$ cat config.mk
export PLATFORM = sky130hd
export DESIGN_NAME = svpwm_delay
export DESIGN_NICKNAME = d
export VERILOG_FILES = /design/src/hdl/svpwm_pkg.sv /design/src/hdl/svpwm_delay.sv
export SDC_FILE = /design/constraint.sdc
export NUM_CORES = 1
export LEC_CHECK = 0
export BUFFER_PORTS_ARGS = -buffer_cell sky130_fd_sc_hd__buf_2
export CAP_MARGIN = 20
export CORE_AREA = 2 2 39 41
export CTS_BUF_LIST = sky130_fd_sc_hd__clkbuf_4
export DETAILED_ROUTE_END_ITERATION = 12
export DIE_AREA = 0 0 41 43
export REMOVE_ABC_BUFFERS = 1
export SYNTH_ARGS = -nofsm -noshare
export SYNTH_HDL_FRONTEND = slang
export SYNTH_SLANG_ARGS = --single-unit
$ cat constraint.sdc
create_clock -name clk -period 0.8 [get_ports clk]
set_input_delay 0.12 -clock clk [delete_from_list [all_inputs] [get_ports clk]]
set_output_delay 0.12 -clock clk [all_outputs]
set_load 0.02 [all_outputs]
$ cat src/hdl/svpwm_pkg.sv
// ----------------------------------------------------------------------------
// SVPWM duty calculator package
// Shared widths, constants, payload structs and cell hand-off structs.
// ----------------------------------------------------------------------------
package svpwm_pkg;

  // Angle and duty resolution
  localparam int ANGLE_BITS = 16;
  localparam int DUTY_BITS  = 16;
  localparam int Q30_BITS   = 30;

  // pi/3 in Q30
  localparam int X_W = 31;
  localparam logic [X_W-1:0] PI3_Q30 = 31'd1124419809;

  // Field and register widths
  localparam int ANGLE_IN_W = 16;
  localparam int VOLT_W     = 16;
  localparam int DUTY_W     = 16;
  localparam int SECT_W     = 3;
  localparam int BV_W       = 15;
  localparam int PERIOD_W   = 16;
  localparam int CFG_W      = 16;
  localparam int CFG_IDX_W  = 1;

  localparam logic [BV_W-1:0]     BUS_VOLTAGE_RESET = 15'd16384;
  localparam logic [PERIOD_W-1:0] PERIOD_RESET      = 16'd3600;

  // Magnitude path widths
  localparam int SQ_W       = 31;              // one squared command
  localparam int THREE_W    = 33;              // 3 * (d^2 + q^2)
  localparam int BVSQ_W     = 2 * BV_W;
  localparam int ROOT_IN_W  = 62;              // radicand: 3S in Q32
  localparam int ROOT_RES_W = ROOT_IN_W + 1;
  localparam int ROOT_CELLS = ROOT_IN_W / 2 + 1;
  localparam int ROOT_OUT_W = ROOT_IN_W / 2;
  localparam int ROOT_SHIFT = Q30_BITS - 16;
  localparam int DIV_W      = ROOT_OUT_W + ROOT_SHIFT;
  localparam int DIV_CELLS  = Q30_BITS;

  // Sine series
  localparam int SIN_TERMS   = 5;
  localparam int SUM_W       = X_W + 2;
  localparam int RECIP_SHIFT = 38;
  localparam int RECIP_W     = 36;

  localparam int T_W = 32;

  // Pipeline depths (register stages from the accept edge)
  localparam int MAG_DEPTH   = 3 + ROOT_CELLS + DIV_CELLS;
  localparam int SIN_DEPTH   = 4 + 2 * SIN_TERMS;
  localparam int ALIGN_DEPTH = MAG_DEPTH - SIN_DEPTH;
  localparam int SECT_DEPTH  = MAG_DEPTH - 2;
  localparam int PIPE_DEPTH  = MAG_DEPTH + 4;

  typedef enum logic [CFG_IDX_W-1:0] {
    REG_BUS_VOLTAGE = 1'b0,
    REG_PERIOD      = 1'b1
  } cfg_reg_t;

  typedef enum logic [SECT_W-1:0] {
    SECT_1 = 3'd0,
    SECT_2 = 3'd1,
    SECT_3 = 3'd2,
    SECT_4 = 3'd3,
    SECT_5 = 3'd4,
    SECT_6 = 3'd5
  } sector_t;

  typedef struct packed {
    logic        [ANGLE_IN_W-1:0] elec_angle;
    logic signed [VOLT_W-1:0]     volt_d;
    logic signed [VOLT_W-1:0]     volt_q;
  } svpwm_req_t;

  typedef struct packed {
    logic [DUTY_W-1:0] duty_a;
    logic [DUTY_W-1:0] duty_b;
    logic [DUTY_W-1:0] duty_c;
    logic [SECT_W-1:0] sector_num;
  } svpwm_res_t;

  typedef struct packed {
    logic [ROOT_IN_W-1:0]  v;
    logic [ROOT_RES_W-1:0] res;
    logic                  clamp;
  } root_pipe_t;

  typedef struct packed {
    logic [DIV_W-1:0]     rem;
    logic [DIV_CELLS-1:0] quo;
    logic                 clamp;
  } div_pipe_t;

  typedef struct packed {
    logic        [X_W-1:0]   term;
    logic        [X_W-1:0]   x2;
    logic signed [SUM_W-1:0] sum;
  } sin_pipe_t;

endpackage

$ cat src/hdl/svpwm_delay.sv
// ----------------------------------------------------------------------------
// SVPWM delay line
// Fixed-length shift register that lines up side data with the long path.
// ----------------------------------------------------------------------------
module svpwm_delay #(
  parameter int WIDTH = 8,
  parameter int DEPTH = 2
) (
  input  logic             clk,
  input  logic [WIDTH-1:0] din,
  output logic [WIDTH-1:0] dout
);
  import svpwm_pkg::*;

  logic [WIDTH-1:0] taps [DEPTH];

  always_ff @(posedge clk) begin
    taps[0] <= din;
    for (int i = 1; i < DEPTH; i++) begin
      taps[i] <= taps[i-1];
    end
  end

  assign dout = taps[DEPTH-1];

endmodule

==> summary.txt <==
Status
  – Failing checks: setup timing
  – Run status: complete, but fails checks

Final layout
  – Largest Register: taps
  – # diodes: 0
  – Reg area: 330.3 µm²
  – Largest registers: taps (16)
  – Area Growth Syn to Fin: 54.28%
  – FILL cells: 131
  – Largest register FFs: 16
  – Multi-input logic area: 0 µm²
  – Post-route cell area: 586.8 µm²
  – Nets: 54
  – Multi-input gate count: 0
  – Fraction of final layout cells with drive strength greater than 1: 0.6136

Clocking
  – Clk Latency, worst-skew pair: 0.27 ns
  – Clk sink count: 16
  – Clk root buf: clkbuf_4
  – CTS tree: done
  – Clk buf depth: 2
  – Setup Fix Bufs, Post-CTS: 0
  – H-tree levels: 1
  – Total CTS buffers: 3
  – CTS clk-pin slew, worst paths: 0.08 ns

Die
  – Num rows: 14
  – Chip width: 41 µm
  – Core area: 1384 µm²
  – Die area: 1763 µm²
  – Die height: 43 µm
  – # IOs: 17
  – Initial Utilization: 0.2749

Place
  – Buffers on Ports: 16
  – Placed cell areas: 420.4 µm²
  – Place WS: 0.2360 ns
  – RePlAce Congestion: 0.5590

Pwr
  – Leakage: 0.2637 nW
  – VDD IR max: 1151 µV
  – Total power: 1.377 mW
  – PwrDens: 2346 nW/µm²

Critical path
  – Critical path arrival: 0.72 ns
  – Family with the most delay on the worst path: flip-flops
  – Crit Path Class: register to output port
  – CP Data Required Time: 0.68 ns
  – Worst setup path start: taps[0][15]$_DFF_P_
  – CP max stage cell: dfxtp_2
  – CP endpoint kind: output port
  – Crit Path Max Fanout: 1
  – Startpoint types: register
  – CP Buf/Inv Count: 1
  – Reg-to-Reg Start: taps[0][2]$_DFF_P_
  – Critical path cell sequence: buf_6
  – Max stage delay on crit path: 0.33 ns

Logic synthesis
  – Area leader, netlist: dfxtp_1
  – Post-synth top flop: dfxtp_1
  – Flops & latches, synth: 16
  – Count leader, synth: dfxtp_1
  – Area share of and/or/nand/nor cells after synthesis: 0
  – Cells after Synth: 24
  – Synth cell types: 2
  – Avg Inst Size Synth: 15.85 µm²
  – Synth Warn #: 0
  – Synth Area in Adders: 0
  – Multiplexer share of the synthesized area: 0
  – Async set-reset flop share out of synthesis: 0
  – Share of Yosys cell area claimed by the top area cell type: 0.8421
  – Top cells by area in the synthesized netlist: dfxtp_1, buf_4
  – Post-synth EDFFs: 0
  – Compound-gate portion of the synthesized area: 0
  – Sequential area share after synthesis: 0.8421
  – Post-Syn Area: 380.4 µm²
  – Synth cell count leaders: dfxtp_1, buf_4
  – Largest family of logic cells by synthesized area: buffers and inverters
  – Xor and xnor fraction of the mapped netlist area: 0

STA
  – FMAX: 1195 MHz
  – Final WS setup: -0.03663 ns
  – Worst Tran Pin Value: 0.08317 ns
  – RSZ-0062 raised after global routing: true
  – Final count of pins violating max slew: 0
  – Final period demand of the worst path: 0.8366 ns
  – Hold_ws: 0.3298 ns
  – Fin crit share: 1.046
  – Slew HR: 0.9446
  – Setup violations, final: 8
  – Final Hold Vio Count: 0
  – Clock skew: 0.0004140 ns

Global routing
  – Total gr overflow: 0
  – Initial antenna violation count: 0
  – Vias in the first global route: 188
  – First-pass GRT wire length: 731 µm
  – GRT Resource Usage Total: 0.07078
  – Pin count of the biggest net entering global routing: 10

Detailed routing
  – Via-per-instance ratio: 3.250
  – DR vias: 195
  – Antenna-violating nets left: 0
  – Wire length per cell: 8.033 µm
  – Pre-antenna DRT Iters: 2
  – Overall routed net length: 482 µm
  – Detailed Route Iter0 Violations: 1
  – # DRC: 0

Min path
  – Min-delay src: taps[0][3]$_DFF_P_
  – Min-Delay Path Class: register to register

Flow run
  – MaxCap Viol Count: 0
[layout by cell type, fill, tap and decap left out]
| master | n |
|---|---|
| buf_6 | 8 |
| clkbuf_4 | 3 |
| dlygate4sd3_1 | 8 |
| dfxtp_1 | 8 |
| clkinv_1 | 1 |
| dfxtp_2 | 8 |
| buf_2 | 8 |
[metal layers]
| layer | track usage | share of wire | up-vias |
|---|---|---|---|
| met5 | 0 | 0 | - |
| met4 | 0.02000 | 0 | 0 |
| met3 | 0.09948 | 0.17 | 0 |
| met2 | 0.09063 | 0.47 | 16 |
| met1 | 0.06250 | 0.37 | 76 |
| li1 | - | - | 103 |
[kinds of logic after synthesis]
kind of cell,count (synthesis)
flip-flops,16
buffers and inverters,8
[layout make-up]
class | count | area share
Sequential cell | 16 | 0.5629
Timing Repair Buffer | 24 | 0.3582
Clock buffer | 3 | 0.03838
Tap cell | 16 | 0.03412
Clock inverter | 1 | 0.006397
[power breakdown]
part	total (mW)	switching [mW]	internal, mW
Clock	0.401	0.221	0.180
Sequential	0.856	0.0130	0.843
Combinational	0.120	0.0424	0.0772
Total	1.38	0.276	1.10
[timing repair]
item                                   4_1_cts  5_1_grt
endpoints found under the hold margin        8        0
gates resized for setup                     24        0
setup endpoints to repair                    8        8
hold buffers                                 8        0
[per-stage QoR]
stage | setup TNS [ns] | util | cells
after floorplan | 0 | - | 16
after global placement | 0 | 0.3038 | 48
after detailed placement | 0 | 0.3038 | 48
after CTS | -0.4149 | 0.4241 | 60
after global routing | -0.7108 | 0.4241 | 60
final | -0.2658 | 0.4241 | 60
[worst paths after layout]
path                         endpoint  slack [ns]  cells past startpoint
setup / recovery              dout[7]       -0.04                      1
hold / removal    taps[0][11]$_DFF_P_        0.33                      0
setup reg to reg  taps[0][10]$_DFF_P_        0.39                      0
hold reg to reg   taps[0][11]$_DFF_P_        0.33                      0
Note: power is estimated with default switching activity, not from simulation.
