File: src/hdl/svpwm_pkg.sv
// ----------------------------------------------------------------------------
// SVPWM duty calculator package
// Shared widths, constants, payload structs and cell hand-off structs.
// ----------------------------------------------------------------------------
package svpwm_pkg;

  // Angle and duty resolution
  localparam int ANGLE_BITS = 16;
  localparam int DUTY_BITS  = 16;
  localparam int Q30_BITS   = 30;

  // pi/3 in Q30
  localparam int X_W = 31;
  localparam logic [X_W-1:0] PI3_Q30 = 31'd1124419809;

  // Field and register widths
  localparam int ANGLE_IN_W = 16;
  localparam int VOLT_W     = 16;
  localparam int DUTY_W     = 16;
  localparam int SECT_W     = 3;
  localparam int BV_W       = 15;
  localparam int PERIOD_W   = 16;
  localparam int CFG_W      = 16;
  localparam int CFG_IDX_W  = 1;

  localparam logic [BV_W-1:0]     BUS_VOLTAGE_RESET = 15'd16384;
  localparam logic [PERIOD_W-1:0] PERIOD_RESET      = 16'd3600;

  // Magnitude path widths
  localparam int SQ_W       = 31;              // one squared command
  localparam int THREE_W    = 33;              // 3 * (d^2 + q^2)
  localparam int BVSQ_W     = 2 * BV_W;
  localparam int ROOT_IN_W  = 62;              // radicand: 3S in Q32
  localparam int ROOT_RES_W = ROOT_IN_W + 1;
  localparam int ROOT_CELLS = ROOT_IN_W / 2 + 1;
  localparam int ROOT_OUT_W = ROOT_IN_W / 2;
  localparam int ROOT_SHIFT = Q30_BITS - 16;
  localparam int DIV_W      = ROOT_OUT_W + ROOT_SHIFT;
  localparam int DIV_CELLS  = Q30_BITS;

  // Sine series
  localparam int SIN_TERMS   = 5;
  localparam int SUM_W       = X_W + 2;
  localparam int RECIP_SHIFT = 38;
  localparam int RECIP_W     = 36;

  localparam int T_W = 32;

  // Pipeline depths (register stages from the accept edge)
  localparam int MAG_DEPTH   = 3 + ROOT_CELLS + DIV_CELLS;
  localparam int SIN_DEPTH   = 4 + 2 * SIN_TERMS;
  localparam int ALIGN_DEPTH = MAG_DEPTH - SIN_DEPTH;
  localparam int SECT_DEPTH  = MAG_DEPTH - 2;
  localparam int PIPE_DEPTH  = MAG_DEPTH + 4;

  typedef enum logic [CFG_IDX_W-1:0] {
    REG_BUS_VOLTAGE = 1'b0,
    REG_PERIOD      = 1'b1
  } cfg_reg_t;

  typedef enum logic [SECT_W-1:0] {
    SECT_1 = 3'd0,
    SECT_2 = 3'd1,
    SECT_3 = 3'd2,
    SECT_4 = 3'd3,
    SECT_5 = 3'd4,
    SECT_6 = 3'd5
  } sector_t;

  typedef struct packed {
    logic        [ANGLE_IN_W-1:0] elec_angle;
    logic signed [VOLT_W-1:0]     volt_d;
    logic signed [VOLT_W-1:0]     volt_q;
  } svpwm_req_t;

  typedef struct packed {
    logic [DUTY_W-1:0] duty_a;
    logic [DUTY_W-1:0] duty_b;
    logic [DUTY_W-1:0] duty_c;
    logic [SECT_W-1:0] sector_num;
  } svpwm_res_t;

  typedef struct packed {
    logic [ROOT_IN_W-1:0]  v;
    logic [ROOT_RES_W-1:0] res;
    logic                  clamp;
  } root_pipe_t;

  typedef struct packed {
    logic [DIV_W-1:0]     rem;
    logic [DIV_CELLS-1:0] quo;
    logic                 clamp;
  } div_pipe_t;

  typedef struct packed {
    logic        [X_W-1:0]   term;
    logic        [X_W-1:0]   x2;
    logic signed [SUM_W-1:0] sum;
  } sin_pipe_t;

endpackage

File: src/hdl/svpwm_div_cell.sv
// ----------------------------------------------------------------------------
// SVPWM divider cell
// One restoring division step: resolves quotient bit IDX.
// ----------------------------------------------------------------------------
module svpwm_div_cell #(
  parameter int IDX = 0
) (
  input  logic                          clk,
  input  logic [svpwm_pkg::BV_W-1:0]    divisor,
  input  svpwm_pkg::div_pipe_t          din,
  output svpwm_pkg::div_pipe_t          dout
);
  import svpwm_pkg::*;

  logic [DIV_W-1:0] dsh;
  logic             ge;

  assign dsh = DIV_W'(divisor) << IDX;
  assign ge  = din.rem >= dsh;

  always_ff @(posedge clk) begin
    dout.clamp <= din.clamp;
    if (ge) begin
      dout.rem <= din.rem - dsh;
      dout.quo <= din.quo | (DIV_CELLS'(1) << IDX);
    end else begin
      dout.rem <= din.rem;
      dout.quo <= din.quo;
    end
  end

endmodule

File: config.mk
export PLATFORM = sky130hd
export DESIGN_NAME = svpwm_div_cell
export DESIGN_NICKNAME = d
export VERILOG_FILES = /design/src/hdl/svpwm_pkg.sv /design/src/hdl/svpwm_div_cell.sv
export SDC_FILE = /design/constraint.sdc
export NUM_CORES = 1
export LEC_CHECK = 0
export ABC_CLOCK_PERIOD_IN_PS = 4000
export BUFFER_PORTS_ARGS = -buffer_cell sky130_fd_sc_hd__buf_2
export CORE_MARGIN = 3
export CORE_UTILIZATION = 50
export DETAILED_ROUTE_END_ITERATION = 12
export PLACE_DENSITY = 0.94
export SYNTH_ARGS = -nofsm -noshare
export SYNTH_HDL_FRONTEND = slang
export SYNTH_SLANG_ARGS = --single-unit
File: constraint.sdc
create_clock -name clk -period 4 [get_ports clk]
set_input_delay 0.2 -clock clk [delete_from_list [all_inputs] [get_ports clk]]
set_output_delay 0.2 -clock clk [all_outputs]
set_load 0.03 [all_outputs]
==> reports/metrics.cfg <==
[synth]
synth_edf_count = 0
synth.distinct_cells = 57
ys_seq_area_share_pct = 43.9
syn_area_mm2 = 0.00347
synth_cells = 347
synthTopCellsByArea = dfxtp_1 44%, ha_1 5.4%, xnor2_1 5.1%, xor2_1 4.5%, nor4_4 3.1%
yosysWarnings = 0
yosysTopAreaCellShare_pct = 43.9
synth_seq_cells = 76
synth_top_cell_by_area = dfxtp_1
syn_avg_cell_area_um2 = 9.99
synth_nets = 455
synth_ff_type = dfxtp_1
async_reset_ff_share_pct = 0

[critical_path]
end_kind = flip-flop
worstPathCellList = buf_2, or4_4, or4_1, nor4_4, nor4_4, or4b_1, mux2_4
cp.required_ns = 4.24
max_stage_delay_ns = 0.82
worstPathArrival_ns = 3.25
cp_common_cell = nor4_4
critical_path.max_fanout = 27
crit_slowest_cell = or4b_1
crit_family = simple AND/OR/NAND/NOR gates
crit_type = input pin to flip-flop
critPathLaunchType = input pin
path_buf_inv = 1

[sta]
hold_violations = 0
slew_violations = 0
timing.final.crit_share_pct = 75.5
slew_headroom_pct = 34.8
setup_tns_ns = 0
max_freq_mhz = 331
setup_viol = 0
worst_slew_pin_slew_ns = 0.979
fin_hold_ws_ns = 0.0571
final.min_clock_period_ns = 3.02
grt_setup_unrepaired = false

[routing]
drc = 0
drt_iter0_drc = 116
dr.pass1.iters = 4
routed_via_density = 5.32
ant_nets = 0
vias = 3343
wl_um = 10500
routedWlPerCell_um = 16.7

[floorplan]
die_area_mm2 = 0.00797
rows = 29
ioPinCount = 168
die_h_um = 89.3
start_util_pct = 53.1
die_w_um = 89.3
core_area_mm2 = 0.00653

[cells_and_area]
largest_register_ffs = 76
top_register = dout
fin_nets = 655
final_util_pct = 73.9
finalInstanceArea_mm2 = 0.00482
top_regs = dout x76
area_growth_pct = 39.1
antenna_cells = 0
drive_above_1_share_pct = 39.9

[place]
io_buffers = 167
placed_cell_area_mm2 = 0.00434
gp_congestion = 0.860
hpwlAfterDp_um = 7640

[power]
power_density_mw_per_mm2 = 397
irDropWorstVdd_mv = 0.269
p_leak_nw = 2.30
p_total_mw = 1.91

[clock_network]
htree_levels = 3
clk_pin_slew_ns = 0.08
cts.sinks = 76
cts_max_path_buffers = 2
numCtsBuffers = 9
ctsHoldBuffers = 30
ctsResizeCount = 0
cts_tree = done
cts_root_buf = clkbuf_8
post-cts-setup-buffers = 0

[worst_hold_path]
hold_class = input pin to flip-flop
min_delay_path_depth = 2
min_from = din[1]
whs_endpoint = dout[1]$_SDFF_PP1_

[flow_run]
max-cap-violations = 0

[global_routing]
grt_overflow = 0
grt_max_degree = 28
antenna_found_initial = 0
grtUsageTotal_pct = 26.0
grt_pass1_vias = 3398
grt_pass1_wl_um = 15800

[run_status]
status = completed

[layout make-up]
type	instances	area (um^2)
Timing Repair Buffer	199	1150
Fill cell	484	1710
Clock inverter	6	63.8
Sequential cell	76	1520
Clock buffer	9	124
Inverter	23	86.3
Multi-Input combinational cell	238	1780
Tap cell	77	96.3
[how the worst max path moves through the flow]
| stage | from | to | slack, ns | cells after the start |
|---|---|---|---|---|
| 3_3_place_gp | din[51] | dout[35]$_DFF_P_ | 0.70 | 7 |
| 6_report | din[51] | dout[35]$_DFF_P_ | 0.98 | 7 |
| 3_5_place_dp | din[51] | dout[35]$_DFF_P_ | 0.63 | 7 |
| 4_1_cts | din[51] | dout[35]$_DFF_P_ | 0.97 | 7 |
| 5_1_grt | din[61] | dout[1]$_SDFF_PP1_ | 0.86 | 7 |
| 2_1_floorplan | din[61] | dout[34]$_DFF_P_ | 1.39 | 7 |
[cells by family (layout without fill, tap and decap cells)]
| family | count (synthesis) | after routing | share of synthesized area (%) |
|---|---|---|---|
| XOR/XNOR | 38 | 38 | 9.60 |
| AO/OA/AOI/OAI | 46 | 46 | 8.59 |
| adder cells (fa/ha/maj) | 16 | 16 | 5.99 |
| AND/OR/NAND/NOR | 134 | 134 | 25.4 |
| buffers and inverters | 33 | 237 | 4.76 |
| flip-flops | 76 | 76 | 43.9 |
| multiplexers | 4 | 4 | 1.73 |
[synth_stat cells, types with 2 or more instances]
library cell and n:
xnor2_1 20, nor3_1 14, xor2_1 18, nand4b_1 2, o21a_1 4, dfxtp_1 76
nor2b_1 4, or4_4 3, nor2_1 27, inv_1 23, mux2_4 4, nor4_2 2
ha_1 15, or2_2 2, nand3_1 13, a21oi_1 19, or4_2 3, o21ai_0 6
a22o_1 2, clkbuf_1 4, buf_6 5, nand4_1 3, or4_1 7, nor3_2 6
or3_1 3, nor4_1 5, a21o_1 3, nor4_4 5, or3_2 3, nand2_1 19
[per-stage QoR]
step           instances  setup slack (ns)
2_1_floorplan        347              1.39
3_3_place_gp         583             0.701
3_5_place_dp         583             0.632
4_1_cts              628             0.969
5_1_grt              628             0.865
6_report             628             0.982
[metal layers]
| layer | share of wire (%) | vias up | GRT usage (%) |
|---|---|---|---|
| li1 | - | 1620 | - |
| met1 | 35 | 1546 | 26.8 |
| met2 | 53 | 155 | 49.6 |
| met3 | 8.9 | 22 | 7.37 |
| met4 | 2.5 | 0 | 9.20 |
| met5 | 0 | - | 0 |
[cell usage in the layout, fill, tap and decap left out, types with 3 or more instances in the layout]
master and count:
buf_2 167, o21ai_0 5, or4_2 3, nand4_1 3, or4_4 3, a21oi_1 19
dfxtp_1 76, dlygate4sd3_1 30, or3_2 3, mux2_4 4, ha_1 15, xnor2_1 20
o21a_1 4, nor4_1 5, nor3_1 14, nand3_1 13, nor2_1 27, xor2_1 18
nor2b_1 4, nor3_2 6, or3_1 3, or4_1 7, inv_1 23, nor4_4 5
clkbuf_8 9, nand2_1 19, a21o_1 3
[report_power, final]
group | switching [mW] | internal, mW | leakage (nW)
clock network | 0.292 | 0.285 | 0.0915
registers | 0.0168 | 0.823 | 0.641
logic | 0.310 | 0.186 | 1.56
total | 0.619 | 1.29 | 2.30
No activity file was read; power rests on OpenSTA's default activity.
