### config.mk
export PLATFORM = sky130hd
export DESIGN_NAME = svpwm_sin_cell
export DESIGN_NICKNAME = d
export VERILOG_FILES = /design/src/hdl/svpwm_pkg.sv /design/src/hdl/svpwm_sin_cell.sv
export SDC_FILE = /design/constraint.sdc
export NUM_CORES = 2
export LEC_CHECK = 0
export BUFFER_PORTS_ARGS = -buffer_cell sky130_fd_sc_hd__buf_2
export CORE_UTILIZATION = 59
export CTS_CLUSTER_DIAMETER = 100
export CTS_CLUSTER_SIZE = 12
export DETAILED_ROUTE_END_ITERATION = 10
export PLACE_DENSITY_LB_ADDON = 0.3
export SETUP_SLACK_MARGIN = 0.1
export SYNTH_ARGS = -nofsm -noshare
export SYNTH_HDL_FRONTEND = slang
export SYNTH_SLANG_ARGS = --single-unit
### constraint.sdc
create_clock -name clk -period 9.5 [get_ports clk]
set_input_delay 0.475 -clock clk [delete_from_list [all_inputs] [get_ports clk]]
set_output_delay 0.475 -clock clk [all_outputs]
set_load 0.01 [all_outputs]
### src/hdl/svpwm_pkg.sv
// ----------------------------------------------------------------------------
// SVPWM duty calculator package
// Shared widths, constants, payload structs and cell hand-off structs.
// ----------------------------------------------------------------------------
package svpwm_pkg;

  // Angle and duty resolution
  localparam int ANGLE_BITS = 16;
  localparam int DUTY_BITS  = 16;
  localparam int Q30_BITS   = 30;

  // pi/3 in Q30
  localparam int X_W = 31;
  localparam logic [X_W-1:0] PI3_Q30 = 31'd1124419809;

  // Field and register widths
  localparam int ANGLE_IN_W = 16;
  localparam int VOLT_W     = 16;
  localparam int DUTY_W     = 16;
  localparam int SECT_W     = 3;
  localparam int BV_W       = 15;
  localparam int PERIOD_W   = 16;
  localparam int CFG_W      = 16;
  localparam int CFG_IDX_W  = 1;

  localparam logic [BV_W-1:0]     BUS_VOLTAGE_RESET = 15'd16384;
  localparam logic [PERIOD_W-1:0] PERIOD_RESET      = 16'd3600;

  // Magnitude path widths
  localparam int SQ_W       = 31;              // one squared command
  localparam int THREE_W    = 33;              // 3 * (d^2 + q^2)
  localparam int BVSQ_W     = 2 * BV_W;
  localparam int ROOT_IN_W  = 62;              // radicand: 3S in Q32
  localparam int ROOT_RES_W = ROOT_IN_W + 1;
  localparam int ROOT_CELLS = ROOT_IN_W / 2 + 1;
  localparam int ROOT_OUT_W = ROOT_IN_W / 2;
  localparam int ROOT_SHIFT = Q30_BITS - 16;
  localparam int DIV_W      = ROOT_OUT_W + ROOT_SHIFT;
  localparam int DIV_CELLS  = Q30_BITS;

  // Sine series
  localparam int SIN_TERMS   = 5;
  localparam int SUM_W       = X_W + 2;
  localparam int RECIP_SHIFT = 38;
  localparam int RECIP_W     = 36;

  localparam int T_W = 32;

  // Pipeline depths (register stages from the accept edge)
  localparam int MAG_DEPTH   = 3 + ROOT_CELLS + DIV_CELLS;
  localparam int SIN_DEPTH   = 4 + 2 * SIN_TERMS;
  localparam int ALIGN_DEPTH = MAG_DEPTH - SIN_DEPTH;
  localparam int SECT_DEPTH  = MAG_DEPTH - 2;
  localparam int PIPE_DEPTH  = MAG_DEPTH + 4;

  typedef enum logic [CFG_IDX_W-1:0] {
    REG_BUS_VOLTAGE = 1'b0,
    REG_PERIOD      = 1'b1
  } cfg_reg_t;

  typedef enum logic [SECT_W-1:0] {
    SECT_1 = 3'd0,
    SECT_2 = 3'd1,
    SECT_3 = 3'd2,
    SECT_4 = 3'd3,
    SECT_5 = 3'd4,
    SECT_6 = 3'd5
  } sector_t;

  typedef struct packed {
    logic        [ANGLE_IN_W-1:0] elec_angle;
    logic signed [VOLT_W-1:0]     volt_d;
    logic signed [VOLT_W-1:0]     volt_q;
  } svpwm_req_t;

  typedef struct packed {
    logic [DUTY_W-1:0] duty_a;
    logic [DUTY_W-1:0] duty_b;
    logic [DUTY_W-1:0] duty_c;
    logic [SECT_W-1:0] sector_num;
  } svpwm_res_t;

  typedef struct packed {
    logic [ROOT_IN_W-1:0]  v;
    logic [ROOT_RES_W-1:0] res;
    logic                  clamp;
  } root_pipe_t;

  typedef struct packed {
    logic [DIV_W-1:0]     rem;
    logic [DIV_CELLS-1:0] quo;
    logic                 clamp;
  } div_pipe_t;

  typedef struct packed {
    logic        [X_W-1:0]   term;
    logic        [X_W-1:0]   x2;
    logic signed [SUM_W-1:0] sum;
  } sin_pipe_t;

endpackage

### src/hdl/svpwm_sin_cell.sv
// ----------------------------------------------------------------------------
// SVPWM sine series cell
// Adds one Taylor term of order 2N+1; two register stages.
// ----------------------------------------------------------------------------
module svpwm_sin_cell #(
  parameter int N = 1
) (
  input  logic                  clk,
  input  svpwm_pkg::sin_pipe_t  din,
  output svpwm_pkg::sin_pipe_t  dout
);
  import svpwm_pkg::*;

  localparam longint unsigned DIVISOR = (2 * N) * (2 * N + 1);
  localparam logic [RECIP_W-1:0] RECIP =
    RECIP_W'(((64'd1 << RECIP_SHIFT) + DIVISOR - 1) / DIVISOR);

  logic [2*X_W-1:0]       prod;
  logic [X_W+RECIP_W-1:0] scaled;
  logic [X_W-1:0]         quo;
  sin_pipe_t              mid;

  assign prod   = din.term * din.x2;
  assign scaled = mid.term * RECIP;
  assign quo    = X_W'(scaled >> RECIP_SHIFT);

  // previous term times x^2
  always_ff @(posedge clk) begin
    mid.term <= X_W'(prod >> Q30_BITS);
    mid.x2   <= din.x2;
    mid.sum  <= din.sum;
  end

  // divide by (2N)(2N+1) and accumulate with alternating sign
  always_ff @(posedge clk) begin
    dout.term <= quo;
    dout.x2   <= mid.x2;
    if (N % 2 == 1) begin
      dout.sum <= mid.sum - $signed({{(SUM_W-X_W){1'b0}}, quo});
    end else begin
      dout.sum <= mid.sum + $signed({{(SUM_W-X_W){1'b0}}, quo});
    end
  end

endmodule

==> metrics.txt <==
status=finished clean; dpl hpwl=~110000 um; Worst R2R End=dout[29]$_DFF_P_; row count=roughly 100; Setup crit end kind=register; worst reg2reg path depth=40; post-synthesis instance total=5088; layout cells sized above 1=11.80%; WP buf/inv=10; r2r setup slk=110 ps; Final Skew=19.87 ps; hold path start=din[20]; All-Layer GR Usage=32.03%; DRC=0; RSZ-0062 raised after global routing=true; Die Height=around 280 um; Distinct cells, synth=between 80 and 90; Worst EP arrival=9790 ps; Starting Density=between 50% and 60%; CP max stage delay=approximately 550 ps; fin area=~52000 um2; FFs w/ async S/R, synth=0%; Main synth FF type=dfxtp_1; final WL=125700 um; vias per cell=5.492; DIE WIDTH=284.9 um; number of synthesized register bits=roughly 190; clock slew at reported path FFs=80 ps; Max Cap Violations=0; Avg Cell Area, Syn=9.283 um2; Final Hold Fails=0; layout overhead on the synthesized area=10.16%; drt pass-1 iters=6; CTS Hold Bufs=0; CP startpoint kind=register; CP Max Fanout=3; # H-tree levels=4; Hold Path End=mid[20]$_DFF_P_; crit path time final=approximately 9400 ps; fin. max-slew vios=0; mapped cell area=47230 um2; first-pass GRT wire length=200700 um; clock tree from TritonCTS=yes; via count=35400; register area share after synthesis=7.969%; count of port buffers added during placement=188; Clock Tree Buf Depth=2; Core Region=between 70000 and 80000 um2; Worst Hold Class=in -> reg; final net count=between 7000 and 8000; vias in the first global route=between 30000 and 40000; number of flops mapped to enable cells by yosys=0; worst flop-to-flop path startpoint=mid[71]$_DFF_P_; Slew HR=43.54%; gp weighted congestion=0.9740; Placed Area=50630 um2; antenna violations before repair=7; WP data required=9900 ps; I/O pin cnt=191; Setup CP Type=reg -> reg; worst skew pair latency=roughly 530 ps; drt wl/cell=19.49 um; Die Area=81190 um2; total gr overflow=0; Final Cycle Share=98.86%; largest net degree at the start of global routing=33; Top delay family on crit path=adder cells; Root Buffer=clkbuf_16; Initial DRC Count=2448; hold depth=1; Crit-path slowest cell=fa_1; YS warnings=0; total CTS buffers=17; clock sink total=188; Routed Antenna Nets=0; final setup violation count=0; Worst Tran Pin Value=845.9 ps; Peak Freq=106.5 MHz
==> placed cells by master, fill, tap and decap left out, types with 14 or more instances in the layout <==
cell,n
fa_1,1080
ha_1,539
inv_1,1300
nand2b_1,14
xnor2_1,48
nand2_1,853
o21ai_0,46
and2_1,197
o21a_1,16
nor3_1,21
nand4_1,29
and3_1,16
clkbuf_16,17
dfxtp_1,186
a21oi_2,14
a21oi_1,91
xor2_1,36
nand3_1,24
a21o_1,48
nor2_1,60
buf_2,188
buf_4,287
==> logic make-up (layout without fill, tap and decap cells) <==
logic type	count (synthesis)	in the layout	share of synthesized area (%)
adder cells (fa/ha/maj)	1643	1643	60.76
buffers and inverters	1521	1821	12.15
AND/OR/NAND/NOR	1287	1287	12.21
AO/OA/AOI/OAI	358	358	5.171
flip-flops	188	188	7.969
XOR/XNOR	87	87	1.653
multiplexers	3	3	0.07417
other	1	9	0.007940
==> what timing repair did <==
action                     CTS  global route
pin swaps                   27            81
resized for setup           39            85
setup endpoints to repair   14            15
buffers inserted            18            22
==> cell usage after synthesis, types with 11 or more instances <==
master / count / area [um2]
a211oi_1: 14 / 105.1
nor2b_1: 15 / 93.84
ha_1: 551 / 6894
and2_1: 198 / 1239
a21o_1: 48 / 360.4
nand2b_1: 14 / 87.58
a21oi_1: 103 / 515.5
nand4_1: 29 / 181.4
clkbuf_1: 197 / 739.5
and3_1: 16 / 100.1
o21ai_0: 56 / 280.3
a31oi_1: 13 / 81.33
o211ai_1: 12 / 90.09
nand2_1: 853 / 3202
dfxtp_1: 188 / 3764
inv_1: 1309 / 4913
fa_1: 1086 / 21740
xnor2_1: 50 / 437.9
o21a_1: 16 / 120.1
nor2_1: 65 / 244.0
nand3_1: 25 / 125.1
o21bai_1: 11 / 82.58
nor3_1: 27 / 135.1
xor2_1: 36 / 315.3
==> worst max-delay path by stage <==
stage                     cells after the start            start               end  slack (ps)
after floorplan                              39  mid[73]$_DFF_P_  dout[32]$_DFF_P_         110
after detailed placement                     39  mid[73]$_DFF_P_  dout[32]$_DFF_P_        -550
final                                        40  mid[71]$_DFF_P_  dout[29]$_DFF_P_         110
after global routing                         41  mid[71]$_DFF_P_  dout[31]$_DFF_P_        -250
after CTS                                    40  mid[73]$_DFF_P_  dout[31]$_DFF_P_         100
after global placement                       40  mid[71]$_DFF_P_  dout[32]$_DFF_P_        -290
==> flip-flops by register name, summed over array words and instances, names as in the netlist <==
register and cells:
dout 93, mid 95
==> cell type report <==
type / instances / area [um2]
timing repair buffer: 479 / 3158
fill: 6321 / 27100
clock inverter: 14 / 160.2
multi-input combinational: 3380 / 38270
clock buffer: 18 / 429.2
antenna: 7 / 17.52
tap: 1050 / 1314
inverter: 1310 / 4917
sequential: 188 / 3766
==> through the flow <==
stage	hold WS [ps]	cells	TNS [ps]	worst slack, ps	util [%]
after floorplan	309.6	5089	0	108.9	-
after global placement	310.2	6374	-1874	-285.6	63.98
after detailed placement	312.8	6374	-4420	-545.9	63.98
after CTS	15.70	6424	0	102.5	65.09
after global routing	34.19	6443	-1300	-250.7	65.75
final	55.24	6446	0	108.0	65.76
==> worst reg2reg max path: cells and delay by family, from the launching register on <==
family / cells / cell delay [ps]
xor gates and xnor gates: 2 / 290
adders and majority gates: 10 / 4490
AOI/OAI and AO/OA: 13 / 2540
DFF: 1 / 340
buffers and inverters: 10 / 970
and+or+nand+nor: 5 / 680
==> layer usage <==
layer	up-vias	wire [um]	GRT usage, %
li1	15660	-	-
met1	17860	50380	42.73
met2	1631	58930	52.51
met3	249	11760	5.984
met4	0	4599	11.43
met5	-	0	0
Power is left out: the tool's default activity adds up to more than one toggle a clock period on the data nets, which glitch-free logic cannot reach.
