[config.mk]
export PLATFORM = sky130hd
export DESIGN_NAME = svpwm_root_cell
export DESIGN_NICKNAME = d
export VERILOG_FILES = /design/src/hdl/svpwm_pkg.sv /design/src/hdl/svpwm_root_cell.sv
export SDC_FILE = /design/constraint.sdc
export NUM_CORES = 1
export LEC_CHECK = 0
export BUFFER_PORTS_ARGS = -buffer_cell sky130_fd_sc_hd__buf_2
export CORE_UTILIZATION = 51
export DETAILED_ROUTE_END_ITERATION = 7
export PLACE_DENSITY_LB_ADDON = 0.25
export SLEW_MARGIN = 5
export SYNTH_ARGS = -nofsm -noshare
export SYNTH_HDL_FRONTEND = slang
export SYNTH_SLANG_ARGS = --single-unit
[constraint.sdc]
create_clock -name clk -period 3.4 [get_ports clk]
set_clock_uncertainty 0.05 [all_clocks]
set_input_delay 0.34 -clock clk [delete_from_list [all_inputs] [get_ports clk]]
set_output_delay 0.34 -clock clk [all_outputs]
set_load 0.05 [all_outputs]
[src/hdl/svpwm_pkg.sv]
// ----------------------------------------------------------------------------
// SVPWM duty calculator package
// Shared widths, constants, payload structs and cell hand-off structs.
// ----------------------------------------------------------------------------
package svpwm_pkg;

  // Angle and duty resolution
  localparam int ANGLE_BITS = 16;
  localparam int DUTY_BITS  = 16;
  localparam int Q30_BITS   = 30;

  // pi/3 in Q30
  localparam int X_W = 31;
  localparam logic [X_W-1:0] PI3_Q30 = 31'd1124419809;

  // Field and register widths
  localparam int ANGLE_IN_W = 16;
  localparam int VOLT_W     = 16;
  localparam int DUTY_W     = 16;
  localparam int SECT_W     = 3;
  localparam int BV_W       = 15;
  localparam int PERIOD_W   = 16;
  localparam int CFG_W      = 16;
  localparam int CFG_IDX_W  = 1;

  localparam logic [BV_W-1:0]     BUS_VOLTAGE_RESET = 15'd16384;
  localparam logic [PERIOD_W-1:0] PERIOD_RESET      = 16'd3600;

  // Magnitude path widths
  localparam int SQ_W       = 31;              // one squared command
  localparam int THREE_W    = 33;              // 3 * (d^2 + q^2)
  localparam int BVSQ_W     = 2 * BV_W;
  localparam int ROOT_IN_W  = 62;              // radicand: 3S in Q32
  localparam int ROOT_RES_W = ROOT_IN_W + 1;
  localparam int ROOT_CELLS = ROOT_IN_W / 2 + 1;
  localparam int ROOT_OUT_W = ROOT_IN_W / 2;
  localparam int ROOT_SHIFT = Q30_BITS - 16;
  localparam int DIV_W      = ROOT_OUT_W + ROOT_SHIFT;
  localparam int DIV_CELLS  = Q30_BITS;

  // Sine series
  localparam int SIN_TERMS   = 5;
  localparam int SUM_W       = X_W + 2;
  localparam int RECIP_SHIFT = 38;
  localparam int RECIP_W     = 36;

  localparam int T_W = 32;

  // Pipeline depths (register stages from the accept edge)
  localparam int MAG_DEPTH   = 3 + ROOT_CELLS + DIV_CELLS;
  localparam int SIN_DEPTH   = 4 + 2 * SIN_TERMS;
  localparam int ALIGN_DEPTH = MAG_DEPTH - SIN_DEPTH;
  localparam int SECT_DEPTH  = MAG_DEPTH - 2;
  localparam int PIPE_DEPTH  = MAG_DEPTH + 4;

  typedef enum logic [CFG_IDX_W-1:0] {
    REG_BUS_VOLTAGE = 1'b0,
    REG_PERIOD      = 1'b1
  } cfg_reg_t;

  typedef enum logic [SECT_W-1:0] {
    SECT_1 = 3'd0,
    SECT_2 = 3'd1,
    SECT_3 = 3'd2,
    SECT_4 = 3'd3,
    SECT_5 = 3'd4,
    SECT_6 = 3'd5
  } sector_t;

  typedef struct packed {
    logic        [ANGLE_IN_W-1:0] elec_angle;
    logic signed [VOLT_W-1:0]     volt_d;
    logic signed [VOLT_W-1:0]     volt_q;
  } svpwm_req_t;

  typedef struct packed {
    logic [DUTY_W-1:0] duty_a;
    logic [DUTY_W-1:0] duty_b;
    logic [DUTY_W-1:0] duty_c;
    logic [SECT_W-1:0] sector_num;
  } svpwm_res_t;

  typedef struct packed {
    logic [ROOT_IN_W-1:0]  v;
    logic [ROOT_RES_W-1:0] res;
    logic                  clamp;
  } root_pipe_t;

  typedef struct packed {
    logic [DIV_W-1:0]     rem;
    logic [DIV_CELLS-1:0] quo;
    logic                 clamp;
  } div_pipe_t;

  typedef struct packed {
    logic        [X_W-1:0]   term;
    logic        [X_W-1:0]   x2;
    logic signed [SUM_W-1:0] sum;
  } sin_pipe_t;

endpackage

[src/hdl/svpwm_root_cell.sv]
// ----------------------------------------------------------------------------
// SVPWM square root cell
// One digit-pair step of the integer square root; one register stage.
// ----------------------------------------------------------------------------
module svpwm_root_cell #(
  parameter int IDX = 0
) (
  input  logic                   clk,
  input  svpwm_pkg::root_pipe_t  din,
  output svpwm_pkg::root_pipe_t  dout
);
  import svpwm_pkg::*;

  localparam logic [ROOT_RES_W-1:0] BIT = ROOT_RES_W'(1) << (ROOT_IN_W - 2 * IDX);

  logic [ROOT_RES_W-1:0] trial;
  logic                  ge;

  assign trial = din.res + BIT;
  assign ge    = {1'b0, din.v} >= trial;

  always_ff @(posedge clk) begin
    dout.clamp <= din.clamp;
    if (ge) begin
      dout.v   <= din.v - trial[ROOT_IN_W-1:0];
      dout.res <= (din.res >> 1) + BIT;
    end else begin
      dout.v   <= din.v;
      dout.res <= din.res >> 1;
    end
  end

endmodule

==> results_dict.tcl, run 1 <==
set metrics [dict create \
    status "complete, no violations" \
    grt_usage_pct 27.9 \
    dp_hpwl_microns 15100 \
    die_h_microns 121 \
    multi_input_area_sq_um 4200 \
    ys.flop_type "dfxtp_1" \
    synth_common_cells "126 x dfxtp_1, 107 x nand2_1, 82 x inv_1, 77 x a21oi_1, 63 x ha_1" \
    grt_max_degree 66 \
    p_per_area_nw_per_um2 522 \
    synth_xor_area_share_pct 6.58 \
    fillers 1069 \
    finalSetupViolCount 0 \
    grt_pass1_vias 7058 \
    initial_core_util_pct 52.0 \
    wire_per_inst_microns 15.0 \
    gr-total-overflow 0 \
    synth_top_area_cell "dfxtp_1" \
    clock-sinks 126 \
    synth_cell_types 63 \
    synth_top_area_share_pct 35.1 \
    die_w_microns 121 \
    max_freq_mhz 303 \
    synth_seq_area_share_pct 35.1 \
    drt_iter0_drc 448 \
    htreeDepth 4 \
    portBuffers 252 \
    first_pass_iters 5 \
    finalWeightedCongestion 0.924 \
    fin_crit_ns 3.30 \
    power.total_w 0.00515 \
    start_kind "input port" \
    syn-num-nets 1057 \
    vdd_drop_max_mv 0.445 \
    regMostFlops "dout" \
    antenna_found_initial 1 \
    synthCells 866 \
    fin_hold_ws_ns 0.0227 \
    numCtsBuffers 17 \
    synth_mux_area_share_pct 0.644 \
    dieArea_sq_um 14600 \
    clock-root-buffer "clkbuf_16" \
    syn_area_sq_um 7190 \
    drive_above_1_share_pct 28.5 \
    critical_path_class "in2reg" \
    clkTransAtPathRegs_ns 0.06 \
    leakage_nw 4.95 \
    num_vias 7364 \
    async_flop_share_pct 0 \
    coreArea_sq_um 13800 \
    endpoint "dout[123]$_DFF_P_" \
    reg_top3 "dout (126)" \
    cp-end-kind "flop" \
    synth_compound_area_share_pct 24.6 \
    viasPerCell 5.37 \
    largest_reg_flops 126 \
    route.detailed.drc 0 \
    hold_class "in2reg" \
    synth.avg_cell_area_sq_um 8.30 \
    synthToLayoutAreaGrowth_pct 37.2 \
    synth_fa_ha_area_share_pct 11.2 \
    cts_tree "built" \
    slew_viol_final 0 \
    yosysWarnings 0 \
    ctsLongestPathBuffers 2 \
    synthTopCellsByArea "dfxtp_1 35%, ha_1 11%, nand2_1 5.6%, a21oi_1 5.4%, inv_1 4.3%" \
    slew_headroom_pct 59.2 \
    hold_viol 0 \
    worstPathRequired_ns 3.68 \
    max-cap-violations 0 \
    synth_simple_gate_area_share_pct 14.6 \
    cp-startpoint "din[10]" \
    rsz0062_at_grt "yes" \
    synth_top_family_by_area "compound AO/OA/AOI/OAI gates" \
    postRouteAntennaNets 0 \
    path_max_fanout 6 \
    tightest_slew_ns 0.607 \
    seq_area_sq_um 2520 \
    io_pins 253 \
    cp_data_arrival_time_ns 3.58 \
    synth_edf_count 0 \
    synth.most_common_cell "dfxtp_1" \
    period_share_pct 97.0 \
    core.rowCount 43 \
    ys_ff_latch 126 \
    drt-total-wl_microns 20600 \
    grt_pass1_wl_microns 32300 \
    nets 1369 \
]
placed cells by master, fill, tap and decap left out, types with 5 or more instances in the layout:
| cell | synthesis | routed |
|---|---|---|
| xnor2_1 | 33 | 33 |
| nand3_1 | 6 | 6 |
| clkbuf_16 | 0 | 17 |
| o21bai_1 | 15 | 15 |
| or3_1 | 5 | 5 |
| dlygate4sd3_1 | 0 | 60 |
| o21ai_0 | 35 | 33 |
| ha_1 | 63 | 60 |
| a21oi_1 | 77 | 77 |
| xor2_1 | 21 | 21 |
| nor4_1 | 7 | 6 |
| o21ai_1 | 55 | 56 |
| o21a_1 | 8 | 8 |
| dfxtp_1 | 126 | 126 |
| nor2_1 | 28 | 28 |
| inv_1 | 82 | 82 |
| buf_2 | 5 | 252 |
| nand2b_1 | 9 | 9 |
| nor3_1 | 9 | 9 |
| buf_4 | 0 | 17 |
| a21o_1 | 33 | 33 |
| and3_1 | 8 | 8 |
| nand2_1 | 107 | 107 |
| nand4_1 | 25 | 25 |
| o21ai_2 | 5 | 6 |
cell families (layout without fill, tap and decap cells):
group / Yosys count / in the layout
other: 0 / 1
flip-flops: 126 / 126
adder cells (fa/ha/maj): 64 / 64
XOR/XNOR: 54 / 54
AO/OA/AOI/OAI: 275 / 276
AND/OR/NAND/NOR: 222 / 222
buffers and inverters: 121 / 444
multiplexers: 4 / 4
worst max-delay path, stage by stage:
cell and delay (ns):
dlygate4sd3_1 0.55, buf_2 0.12, inv_1 0.05, ha_2 0.36, and3_1 0.21, o2111a_1 0.21
o21a_4 0.15, o2111ai_4 0.13, a2111oi_4 0.41, o211ai_1 0.21, a211oi_2 0.28, o31ai_1 0.14
and3_4 0.19, o31ai_2 0.20
worst min path at each step:
stage                       start               end  slack [ns]  depth (start not counted)
after CTS                 din[63]  dout[62]$_DFF_P_        0.01                          1
after detailed placement   din[0]   dout[0]$_DFF_P_        0.40                          1
after floorplan            din[0]   dout[0]$_DFF_P_        0.32                          0
after global routing      din[62]  dout[61]$_DFF_P_        0.01                          1
final                     din[62]  dout[61]$_DFF_P_        0.02                          1
after global placement     din[0]   dout[0]$_DFF_P_        0.39                          1
area by class of cell:
class                           count  area share, %
Timing Repair Buffer              330           20.4
Sequential cell                   126           25.6
Multi-Input combinational cell    620           42.5
Tap cell                          180           2.28
Clock inverter                      9           1.12
Antenna cell                        1         0.0254
Inverter                           83           3.16
Clock buffer                       22           4.91
timing repair:
item	4_1_cts	5_1_grt
gates resized for setup	0	11
hold buffers	60	0
endpoints found under the hold margin	60	0
buffers inserted	0	2
endpoints found under the setup margin	0	56
layer usage:
| metal | GRT usage [%] | up-vias | wire (microns) |
|---|---|---|---|
| met1 | 32.9 | 3377 | 8630 |
| met2 | 48.8 | 284 | 10100 |
| met5 | 0 | - | 0 |
| li1 | - | 3665 | - |
| met3 | 6.84 | 38 | 1420 |
| met4 | 10.4 | 0 | 471 |
metrics by stage:
| stage | utilization [%] | worst slack, ns | cells | instance area, sq um | TNS (ns) |
|---|---|---|---|---|---|
| 5_1_grt | 71.3 | -0.0247 | 1371 | 9860 | -0.0530 |
| 6_report | 71.3 | 0.101 | 1371 | 9860 | 0 |
| 3_3_place_gp | 62.2 | 0.198 | 1276 | 8600 | 0 |
| 4_1_cts | 70.9 | 0.0714 | 1367 | 9800 | 0 |
| 3_5_place_dp | 62.2 | 0.170 | 1276 | 8600 | 0 |
| 2_1_floorplan | - | 0.558 | 866 | 7190 | 0 |
power by group:
group	switching [W]	leakage, nW	internal [W]
Sequential	0.0000302	1.06	0.00161
Combinational	0.00113	3.60	0.000562
Clock	0.000659	0.284	0.00115
Total	0.00182	4.95	0.00333
Power figures use the tool's default switching activity.
==> run 2, diff against run 1 <==
--- a/config.mk
+++ b/config.mk
@@ -6,6 +6,7 @@
 export NUM_CORES = 1
 export LEC_CHECK = 0
 export BUFFER_PORTS_ARGS = -buffer_cell sky130_fd_sc_hd__buf_2
+export CORE_MARGIN = 1
 export CORE_UTILIZATION = 51
 export DETAILED_ROUTE_END_ITERATION = 7
 export PLACE_DENSITY_LB_ADDON = 0.25
==> constraint.sdc (replaced) <==
create_clock -name clk -period 3.4 [get_ports clk]
set_clock_uncertainty 0.05 [all_clocks]
set_input_delay 0.85 -clock clk [delete_from_list [all_inputs] [get_ports clk]]
set_output_delay 0.85 -clock clk [all_outputs]
set_load 0.05 [all_outputs]
==> results_dict.tcl, run 2 (synthesis results as in run 1) <==
set metrics [dict create \
    path_cells "buf_2 -> inv_1 -> ha_1 -> nand2b_1 -> a211oi_2 -> o21a_4 -> o2111ai_4 -> a2111oi_4 -> o211ai_1 -> a211oi_2 -> o31ai_1 -> and3_4 -> o31ai_2" \
    clkTransAtPathRegs_ns 0.06 \
    intPower_w 0.00344 \
    sequentialPowerShare_pct 31.2 \
    hold_class "in2reg" \
    numCtsBuffers 17 \
    multi_input_area_sq_um 4170 \
    power.total_w 0.00528 \
    p_sw_share_pct 34.9 \
    regMostFlops "dout" \
    period_share_pct 94.4 \
    ctsLongestPathBuffers 2 \
    fillers 1108 \
    critical_path_class "in2reg" \
    antenna_found_initial 0 \
    hold_viol 0 \
    reg_top3 "dout (126)" \
    worstPathRequired_ns 3.69 \
    fin_util_pct 72.0 \
    nets 1404 \
    postRouteAntennaNets 0 \
    wire_per_inst_microns 14.8 \
    path_max_fanout 3 \
    core.rowCount 43 \
    largest_reg_flops 126 \
    die_h_microns 121 \
    seq_area_sq_um 2520 \
    clock-root-buffer "clkbuf_16" \
    vdd_drop_max_mv 0.463 \
    max-cap-violations 0 \
    grt_pass1_wl_microns 33400 \
    clock-sinks 126 \
    synthToLayoutAreaGrowth_pct 38.5 \
    postCtsSetupRepairBufs 0 \
    start_kind "input port" \
    gr-total-overflow 0 \
    tightest_slew_ns 0.479 \
    first_pass_iters 7 \
    layout_common_cells "252 x buf_2, 126 x dfxtp_1, 113 x buf_4" \
    status "complete, no violations" \
    post_cts_resize_count 0 \
    cp-end-kind "flop" \
    p_sw_w 0.00184 \
    max_freq_mhz 311 \
    grt_usage_pct 28.9 \
    drive_above_1_share_pct 35.1 \
    viasPerCell 5.33 \
    slew_headroom_pct 67.8 \
    stdcell_count 1405 \
    finalWeightedCongestion 0.924 \
    cts_tree "built" \
    portBuffers 252 \
    dieArea_sq_um 14600 \
    die_w_microns 121 \
    fin_crit_ns 3.21 \
    leakage_nw 5.16 \
    slew_viol_final 0 \
    final_common_cell "buf_2" \
    route.detailed.drc 0 \
    cts-hold-fix-buffers 0 \
    rsz0062_at_grt "no" \
    dp_hpwl_microns 16600 \
    grt_max_degree 34 \
    p_per_area_nw_per_um2 531 \
    crit_path_frequent_cell "a211oi_2" \
    placedCellCount 1374 \
    combPwrFrac_pct 33.9 \
    io_pins 253 \
    finalSetupViolCount 0 \
    clkPwrFrac_pct 34.9 \
    crit_slowest_cell "a2111oi_4" \
    coreArea_sq_um 13800 \
    drt_iter0_drc 473 \
    initial_core_util_pct 52.0 \
    grt_pass1_vias 7205 \
    finalSetupTns_ns 0 \
    slowest_delay_ns 0.43 \
    htreeDepth 4 \
    num_vias 7487 \
    insertedDiodeCount 0 \
    cp_data_arrival_time_ns 3.50 \
    drt-total-wl_microns 20800 \
]
## run 2: power groups by stage
stage	combinational [W]	sequential (W)	clock (W)
2_1_floorplan	0.000722	0.00216	0
3_3_place_gp	0.00174	0.00168	0
3_5_place_dp	0.00176	0.00168	0
4_1_cts	0.00178	0.00165	0.00186
5_1_grt	0.00192	0.00166	0.00193
6_report	0.00179	0.00165	0.00184
## run 2: area by class of cell
cell class | instances | share of cell area (%)
Multi-Input combinational cell | 619 | 41.9
Clock buffer | 26 | 5.22
Sequential cell | 126 | 25.3
Timing Repair Buffer | 366 | 21.4
Inverter | 83 | 3.13
Clock inverter | 5 | 0.779
Tap cell | 180 | 2.26
## run 2: layer usage
metal / share of wire, % / GRT usage (%) / vias up / wire length (microns)
met5: 0 / 0 / - / 0
met4: 1.6 / 8.41 / 0 / 338
met3: 6.7 / 6.37 / 34 / 1400
met2: 50 / 51.5 / 277 / 10300
met1: 42 / 34.4 / 3441 / 8780
li1: - / - / 3735 / -
## run 2: metrics by stage
stage	setup slack, ns	hold WS (ns)	instance area, sq um
after CTS	0.107	0.468	9940
after global routing	0.0169	0.473	9960
after detailed placement	-0.268	0.905	9340
after global placement	-0.213	0.902	9340
after floorplan	0.0483	0.828	7190
final	0.189	0.476	9960
## run 2: worst max-delay path, delay by kind of cell
family / cells / cell delay [ns]
simple gates: 2 / 0.29
compound gates: 8 / 1.88
fa+ha+maj: 1 / 0.31
buf+inv: 2 / 0.16
## run 2: path summary, 6_finish.rpt
check | start | to | slack [ns] | cells past startpoint
worst max-delay path | din[2] | dout[123]$_DFF_P_ | 0.19 | 13
worst min-delay path | din[0] | dout[0]$_DFF_P_ | 0.48 | 1
==> run 3, diff against run 2 <==
--- a/config.mk
+++ b/config.mk
@@ -9,7 +9,7 @@
 export CORE_MARGIN = 1
 export CORE_UTILIZATION = 51
 export DETAILED_ROUTE_END_ITERATION = 7
-export PLACE_DENSITY_LB_ADDON = 0.25
+export PLACE_DENSITY_LB_ADDON = 0.2
 export SLEW_MARGIN = 5
 export SYNTH_ARGS = -nofsm -noshare
 export SYNTH_HDL_FRONTEND = slang
==> results_dict.tcl, run 3 (synthesis results as in run 1) <==
set metrics [dict create \
    status "complete, no violations" \
    regMostFlops "dout" \
    dieArea_sq_um 14600 \
    slew_viol_final 0 \
    slew_headroom_pct 66.3 \
    fin_hold_ws_ns 0.475 \
    cp_data_arrival_time_ns 3.47 \
    post_cts_resize_count 0 \
    antenna_found_initial 2 \
    postCtsSetupRepairBufs 0 \
    cp-end-kind "flop" \
    cts-hold-fix-buffers 0 \
    gr-total-overflow 0 \
    fin_crit_ns 3.20 \
    io_pins 253 \
    start_kind "input port" \
    core.rowCount 43 \
    grt_max_degree 63 \
    vdd_drop_max_mv 0.389 \
    grt_usage_pct 28.5 \
    worstPathRequired_ns 3.67 \
    synthToLayoutAreaGrowth_pct 38.8 \
    fin_util_pct 72.1 \
    nets 1404 \
    fillers 1123 \
    initial_core_util_pct 52.0 \
    fin_area_sq_um 9970 \
    ctsLongestPathBuffers 2 \
    min_path_cells 1 \
    layout_common_cells "252 x buf_2, 126 x dfxtp_1, 111 x buf_4" \
    power.total_w 0.00530 \
    clkTransAtPathRegs_ns 0.06 \
    wire_per_inst_microns 14.5 \
    drive_above_1_share_pct 34.4 \
    hold_viol 0 \
    finalSetupViolCount 0 \
    rsz0062_at_grt "no" \
    die_h_microns 121 \
    max_freq_mhz 312 \
    p_per_area_nw_per_um2 532 \
    portBuffers 252 \
    grt_pass1_vias 7163 \
    leakage_nw 5.17 \
    drt-total-wl_microns 20400 \
    critical_path_class "in2reg" \
    cts_tree "built" \
    hold_class "in2reg" \
    first_pass_iters 8 \
    numCtsBuffers 17 \
    period_share_pct 94.1 \
    max-cap-violations 0 \
    coreArea_sq_um 13800 \
    die_w_microns 121 \
    place_area_sq_um 9360 \
    clock-sinks 126 \
    drt_iter0_drc 524 \
    dp_hpwl_microns 16100 \
    finalWeightedCongestion 0.893 \
    num_vias 7499 \
    postRouteAntennaNets 0 \
    htreeDepth 4 \
    path_max_fanout 4 \
    largest_reg_flops 126 \
    final_common_cell "buf_2" \
    grt_pass1_wl_microns 32800 \
    viasPerCell 5.33 \
    reg_top3 "dout (126)" \
    tightest_slew_ns 0.501 \
    clock-root-buffer "clkbuf_16" \
    route.detailed.drc 0 \
]
## run 3: worst max-delay path: stages
cell and delay (ns):
buf_2 0.10, inv_1 0.05, ha_1 0.31, nand2_1 0.07, nor4_1 0.35, buf_4 0.18, nor3_1 0.05, a21oi_1 0.15
nand2_1 0.13, o21ai_1 0.35, a21oi_1 0.15, o41ai_1 0.35, buf_4 0.18, xnor2_1 0.13, o21ai_2 0.06
## run 3: metrics by stage
stage | cells | setup TNS, ns | setup WS [ns]
floorplan | 866 | 0 | 0.0483
global placement | 1374 | -3.43 | -0.178
detailed placement | 1374 | -7.23 | -0.227
CTS | 1406 | 0 | 0.195
global route | 1407 | 0 | 0.0156
finish | 1408 | 0 | 0.199
## run 3: final timing paths
kind | start | endpoint | slack [ns]
worst max-delay path | din[15] | dout[122]$_DFF_P_ | 0.20
worst min-delay path | din[0] | dout[0]$_DFF_P_ | 0.48
## run 3: metal layers
layer	global-route usage, %	up-vias	routed length [microns]
met2	48.8	285	9810
met4	11.0	0	468
li1	-	3729	-
met1	34.7	3443	8760
met5	0	-	0
met3	5.99	42	1340
## run 3: report_power, final
part | switching (W) | internal, W
Clock | 0.000644 | 0.00123
Combinational | 0.00115 | 0.000633
Sequential | 0.0000322 | 0.00161
Total | 0.00183 | 0.00348
## run 3: layout make-up
class | instances | area, sq um | area share, %
sequential | 126 | 2520 | 25.3
clock buffer | 27 | 503 | 5.04
multi-input combinational | 619 | 4150 | 41.6
inverter | 83 | 312 | 3.12
clock inverter | 5 | 103 | 1.03
timing repair buffer | 366 | 2150 | 21.6
tap | 180 | 225 | 2.26
antenna | 2 | 5.00 | 0.0502
